<file path="src/hw/rtl/ffha_pkg.sv">
package ffha_pkg;

  localparam int MAX_BLOCKS   = 64;
  localparam int HEADER_BYTES = 20;
  localparam int IDX_W        = $clog2(MAX_BLOCKS);
  localparam int CNT_W        = $clog2(MAX_BLOCKS + 1);
  localparam int CFG_IDX_W    = 2;

  localparam logic [CFG_IDX_W-1:0] CFG_HEAP_BASE  = 2'd0;
  localparam logic [CFG_IDX_W-1:0] CFG_HEAP_LIMIT = 2'd1;

  localparam logic [1:0] ST_OK      = 2'd0;
  localparam logic [1:0] ST_OOM     = 2'd1;
  localparam logic [1:0] ST_BADFREE = 2'd2;
  localparam logic [1:0] ST_FULL    = 2'd3;

  typedef logic [4:0] op_t;

  localparam op_t OP_NONE     = 5'd0;
  localparam op_t OP_LOAD     = 5'd1;
  localparam op_t OP_SRD      = 5'd2;
  localparam op_t OP_SCHK     = 5'd3;
  localparam op_t OP_ASPLIT   = 5'd4;
  localparam op_t OP_AWHOLE   = 5'd5;
  localparam op_t OP_INS_RD   = 5'd6;
  localparam op_t OP_INS_WR   = 5'd7;
  localparam op_t OP_INS_PUT  = 5'd8;
  localparam op_t OP_FULL     = 5'd9;
  localparam op_t OP_END      = 5'd10;
  localparam op_t OP_OOM      = 5'd11;
  localparam op_t OP_APPEND   = 5'd12;
  localparam op_t OP_BADF     = 5'd13;
  localparam op_t OP_RD_NEXT  = 5'd14;
  localparam op_t OP_MRG_NEXT = 5'd15;
  localparam op_t OP_DRP_RD   = 5'd16;
  localparam op_t OP_DRP_WR   = 5'd17;
  localparam op_t OP_DRP_END  = 5'd18;
  localparam op_t OP_RD_PREV  = 5'd19;
  localparam op_t OP_MRG_PREV = 5'd20;
  localparam op_t OP_PUT_CUR  = 5'd21;
  localparam op_t OP_TR_RD    = 5'd22;
  localparam op_t OP_TR_POP   = 5'd23;
  localparam op_t OP_OUT      = 5'd24;

  typedef struct packed {
    logic        free;
    logic [31:0] size;
    logic [31:0] start;
  } ent_t;

  typedef struct packed {
    op_t op;
  } cmd_t;

  typedef struct packed {
    logic kind;
    logic null_free;
    logic scan_end;
    logic hit;
    logic split_ok;
    logic full;
    logic oom;
    logic has_next;
    logic has_prev;
    logic rd_free;
    logic ins_done;
    logic drp_more;
    logic cnt_zero;
    logic out_free;
  } sts_t;

endpackage

</file>
<file path="src/hw/rtl/ffha_ctrl.sv">
module ffha_ctrl (
  input  logic           clk,
  input  logic           rst_n,
  input  logic           in_tvalid,
  output logic           in_tready,
  input  ffha_pkg::sts_t sts,
  output ffha_pkg::cmd_t cmd
);

  localparam logic [4:0] S_IDLE   = 5'd0;
  localparam logic [4:0] S_DISP   = 5'd1;
  localparam logic [4:0] S_SRD    = 5'd2;
  localparam logic [4:0] S_SCHK   = 5'd3;
  localparam logic [4:0] S_AHIT   = 5'd4;
  localparam logic [4:0] S_INS_RD = 5'd5;
  localparam logic [4:0] S_INS_WR = 5'd6;
  localparam logic [4:0] S_NOFIT  = 5'd7;
  localparam logic [4:0] S_APP    = 5'd8;
  localparam logic [4:0] S_FN_RD  = 5'd9;
  localparam logic [4:0] S_FN_CHK = 5'd10;
  localparam logic [4:0] S_DRP_RD = 5'd11;
  localparam logic [4:0] S_DRP_WR = 5'd12;
  localparam logic [4:0] S_FP_RD  = 5'd13;
  localparam logic [4:0] S_FP_CHK = 5'd14;
  localparam logic [4:0] S_TR_RD  = 5'd15;
  localparam logic [4:0] S_TR_CHK = 5'd16;
  localparam logic [4:0] S_FIN    = 5'd17;

  logic [4:0] state_r, state_nxt;
  logic       ret_r, ret_nxt;

  always_ff @(posedge clk) begin
    if (!rst_n) begin
      state_r <= S_IDLE;
      ret_r   <= 1'b0;
    end else begin
      state_r <= state_nxt;
      ret_r   <= ret_nxt;
    end
  end

  assign in_tready = (state_r == S_IDLE);

  always_comb begin
    state_nxt = state_r;
    ret_nxt   = ret_r;
    cmd.op    = ffha_pkg::OP_NONE;
    unique case (state_r)
      S_IDLE: begin
        if (in_tvalid) begin
          cmd.op = ffha_pkg::OP_LOAD; state_nxt = S_DISP;
        end
      end
      S_DISP: state_nxt = (sts.kind && sts.null_free) ? S_FIN : S_SRD;
      S_SRD: begin
        if (sts.scan_end) begin
          if (sts.kind) begin
            cmd.op = ffha_pkg::OP_BADF; state_nxt = S_FIN;
          end else begin
            state_nxt = S_NOFIT;
          end
        end else begin
          cmd.op = ffha_pkg::OP_SRD; state_nxt = S_SCHK;
        end
      end
      S_SCHK: begin
        cmd.op = ffha_pkg::OP_SCHK;
        if (sts.hit) state_nxt = sts.kind ? S_FN_RD : S_AHIT;
        else state_nxt = S_SRD;
      end
      S_AHIT: begin
        if (sts.split_ok) begin
          cmd.op = ffha_pkg::OP_ASPLIT; state_nxt = S_INS_RD;
        end else begin
          cmd.op = ffha_pkg::OP_AWHOLE; state_nxt = S_FIN;
        end
      end
      S_INS_RD: begin
        if (sts.ins_done) begin
          cmd.op = ffha_pkg::OP_INS_PUT; state_nxt = S_FIN;
        end else begin
          cmd.op = ffha_pkg::OP_INS_RD; state_nxt = S_INS_WR;
        end
      end
      S_INS_WR: begin
        cmd.op = ffha_pkg::OP_INS_WR; state_nxt = S_INS_RD;
      end
      S_NOFIT: begin
        if (sts.full) begin
          cmd.op = ffha_pkg::OP_FULL; state_nxt = S_FIN;
        end else begin
          cmd.op = ffha_pkg::OP_END; state_nxt = S_APP;
        end
      end
      S_APP: begin
        cmd.op    = sts.oom ? ffha_pkg::OP_OOM : ffha_pkg::OP_APPEND;
        state_nxt = S_FIN;
      end
      S_FN_RD: begin
        if (sts.has_next) begin
          cmd.op = ffha_pkg::OP_RD_NEXT; state_nxt = S_FN_CHK;
        end else begin
          state_nxt = S_FP_RD;
        end
      end
      S_FN_CHK: begin
        if (sts.rd_free) begin
          cmd.op = ffha_pkg::OP_MRG_NEXT; ret_nxt = 1'b0; state_nxt = S_DRP_RD;
        end else begin
          state_nxt = S_FP_RD;
        end
      end
      S_DRP_RD: begin
        if (sts.drp_more) begin
          cmd.op = ffha_pkg::OP_DRP_RD; state_nxt = S_DRP_WR;
        end else begin
          cmd.op = ffha_pkg::OP_DRP_END; state_nxt = ret_r ? S_TR_RD : S_FP_RD;
        end
      end
      S_DRP_WR: begin
        cmd.op = ffha_pkg::OP_DRP_WR; state_nxt = S_DRP_RD;
      end
      S_FP_RD: begin
        if (sts.has_prev) begin
          cmd.op = ffha_pkg::OP_RD_PREV; state_nxt = S_FP_CHK;
        end else begin
          cmd.op = ffha_pkg::OP_PUT_CUR; state_nxt = S_TR_RD;
        end
      end
      S_FP_CHK: begin
        if (sts.rd_free) begin
          cmd.op = ffha_pkg::OP_MRG_PREV; ret_nxt = 1'b1; state_nxt = S_DRP_RD;
        end else begin
          cmd.op = ffha_pkg::OP_PUT_CUR; state_nxt = S_TR_RD;
        end
      end
      S_TR_RD: begin
        if (sts.cnt_zero) begin
          state_nxt = S_FIN;
        end else begin
          cmd.op = ffha_pkg::OP_TR_RD; state_nxt = S_TR_CHK;
        end
      end
      S_TR_CHK: begin
        if (sts.rd_free) begin
          cmd.op = ffha_pkg::OP_TR_POP; state_nxt = S_TR_RD;
        end else begin
          state_nxt = S_FIN;
        end
      end
      S_FIN: begin
        if (sts.out_free) begin
          cmd.op = ffha_pkg::OP_OUT; state_nxt = S_IDLE;
        end
      end
      default: state_nxt = S_IDLE;
    endcase
  end

endmodule

</file>
<file path="config.mk">
export PLATFORM = sky130hd
export DESIGN_NAME = ffha_ctrl
export DESIGN_NICKNAME = d
export VERILOG_FILES = /design/src/hw/rtl/ffha_pkg.sv /design/src/hw/rtl/ffha_ctrl.sv
export SDC_FILE = /design/constraint.sdc
export NUM_CORES = 1
export LEC_CHECK = 0
export CAP_MARGIN = 5
export CELL_PAD_IN_SITES_DETAIL_PLACEMENT = 0
export CELL_PAD_IN_SITES_GLOBAL_PLACEMENT = 1
export CORE_MARGIN = 10
export CORE_UTILIZATION = 35
export CTS_CLUSTER_SIZE = 30
export DETAILED_ROUTE_END_ITERATION = 6
export DONT_BUFFER_PORTS = 1
export PLACE_DENSITY = 0.63
export SLEW_MARGIN = 20
export SYNTH_ARGS = -nofsm -noshare
export SYNTH_HDL_FRONTEND = slang
export SYNTH_SLANG_ARGS = --single-unit
</file>
<file path="constraint.sdc">
create_clock -name clk -period 2.6 [get_ports clk]
set_clock_uncertainty 0.15 [all_clocks]
set_input_delay 0.13 -clock clk [delete_from_list [all_inputs] [get_ports clk]]
set_output_delay 0.13 -clock clk [all_outputs]
set_load 0.005 [all_outputs]
</file>
==> results.ini <==
[floorplanning]
core_area_um2=3000
dieHeight_um=75.5
fp.dieW_um=75.5
ioPinCount=23
start_util=0.359
num_rows=20
dieArea_um2=5700

[sta]
setup_viol=0
setup_tns_ps=0
rsz0062_at_grt=no
period_share=0.891
finalMaxSlewViolations=0
hold_viol=0
worst_pin_slew_ps=714
slew_headroom=0.512
whs_ps=25.8
finalWorstPathRequiredPeriod_ps=2320
finalWorstSetupSlack_ps=283
fmax_mhz=432

[flow_run]
maxCapViolations=0

[worst_setup_path]
critPathArrivalTime_ps=2040
cp_max_fo=15
critical_path_class=reg -> out
r2r_cells=5
crit_path_start_kind=flop
end_kind=output pin
required_ps=2320

[placed_design]
portBuffers=0
gp_congestion=0.942
dp_slack_ps=368
place_hpwl_um=2800
place_area_um2=1050

[min_path]
hp-class=in -> reg
whs_path_depth=2

[grt]
grt_use_total=0.132
antenna_found_initial=0
grt_pass1_wl_um=5910
grt_pass1_vias=1119
grt.overflow.total=0
grt_max_degree=28

[power_and_ir_drop]
power_density_nw_per_um2=780
ir_drop_v=0.000240
p_leak_nw=0.360

[cts]
htree_levels=1
cts_buffers=3
cts_buffer_depth=2
cts_tree=done
cts.sinks=6
insertion_delay_ps=250
cts-root-buf=clkbuf_4
clk_pin_slew_ps=50

[synthesis]
netlist.area_leader.share=0.111
synth_area_per_cell_um2=7.23
syn_inst=149
yosysWarnings=0
yosysTopAreaCell=dfxtp_1
async_flop_share=0
synth-seq-area-share=0.111
synth_edf_count=0
synthTopCellsByArea=dfxtp_1 11%, buf_6 6.3%, nor3_1 4.2%
syn_nets=166
syn_area_um2=1080
synth_seq_cells=6
ys_types=52
ys.flop_type=dfxtp_1

[routing]
first_pass_iters=4
vias=1218
vias_per_cell=6.84
drc=0
routedWlPerCell_um=20.6
wl_um=3670
drtAntennaViolNets=0
drtIter0Drc=212

[finish]
regArea_um2=121
multiInputGateArea_um2=823
antenna_cells=0
fin_util=0.362
num-fill-cells=324
finish.net_count=164
area_delta_synth_final_pct=0.813
fin_area_um2=1090
final_layout_size_suffix_gt1_frac=0.117

[status]
run_status=complete, no violations

## area by class of cell
class / instances / share of cell area
Timing Repair Buffer: 7 / 0.0507
Inverter: 6 / 0.0207
Clock buffer: 3 / 0.0207
Multi-Input combinational cell: 123 / 0.758
Tap cell: 33 / 0.0380
Sequential cell: 6 / 0.112
## cells by family (layout without fill, tap and decap cells)
family          after synthesis  in the layout  synth area share
buf+inv                      20             16             0.124
simple gates                 76             76             0.426
compound gates               45             45             0.318
flops                         6              6             0.112
mux                           2              2            0.0197
## flip-flops by register name, indices dropped and copies added (netlist names)
signal,cells
state_r,5
ret_r,1
## path summary, 6_finish.rpt
check	startpoint	endpoint	slack, ps
max	state_r[1]$_SDFFE_PN0P_	cmd[2]	280
min	sts[8]	state_r[3]$_SDFFE_PN0P_	30
max reg2reg	state_r[0]$_SDFFE_PN0P_	state_r[1]$_SDFFE_PN0P_	580
min reg2reg	ret_r$_SDFFE_PN0P_	ret_r$_SDFFE_PN0P_	370
## cell usage in the layout (no fill, tap or decap), types with 2 or more instances in the layout
cell	instances
o2111ai_1	3
a211oi_1	2
and2b_1	2
and3_1	3
nor2_1	10
nor3b_1	5
a2111oi_0	2
o31a_1	5
o311ai_1	2
buf_4	6
nor3_1	9
nand3_1	7
a21oi_1	7
o21ai_0	4
nand3b_1	6
clkbuf_4	3
or3_1	2
inv_1	6
nand2b_1	5
dfxtp_1	5
a2bb2oi_1	3
a32oi_1	2
a31oi_1	2
nand2_1	10
nor2b_1	5
nand4_1	3
## power by group
group          switching [mW]  internal [mW]  total [mW]  leakage [nW]
registers              0.0833          0.114       0.197        0.0494
clock network          0.0343         0.0523      0.0866        0.0138
logic                   0.323          0.241       0.564         0.296
## metrics by stage
stage                     cells  total power [mW]
after floorplan             149             0.667
after global placement      174             0.752
after detailed placement    174             0.750
after CTS                   178             0.844
after global routing        178             0.931
final                       178             0.848
## cells in the mapped netlist, drive strengths merged (5+ instances only)
library cell / n
nand2: 10
buf: 13
nor2b: 5
nor3: 9
dfxtp: 6
o21ai: 5
nor2: 10
nand3b: 6
nand2b: 6
nor3b: 5
a21oi: 7
o31a: 5
nand3: 7
inv: 6
## metal layers
| metal | vias up | global-route usage | routed length, um | part of all wire |
|---|---|---|---|---|
| met5 | - | 0 | 0 | 0 |
| met1 | 563 | 0.175 | 1500 | 0.41 |
| met3 | 8 | 0.0495 | 527 | 0.14 |
| met2 | 74 | 0.194 | 1620 | 0.44 |
| met4 | 0 | 0.0392 | 34 | 0.0093 |
| li1 | 573 | - | - | - |
## critical path, stage by stage, from the launching register on
cell and delay [ps]:
dfxtp_1 590, buf_4 280, nor3b_1 70, o2111ai_1 310
o311ai_1 190, a2111o_1 350
## repair_timing
action / CTS / global route
hold buffers: 1 / 0
setup endpoints to repair: 0 / 1
hold endpoints to repair: 6 / 0
setup buffers: 0 / 0
resized for setup: 0 / 1
(Power assumes the default switching activity.)
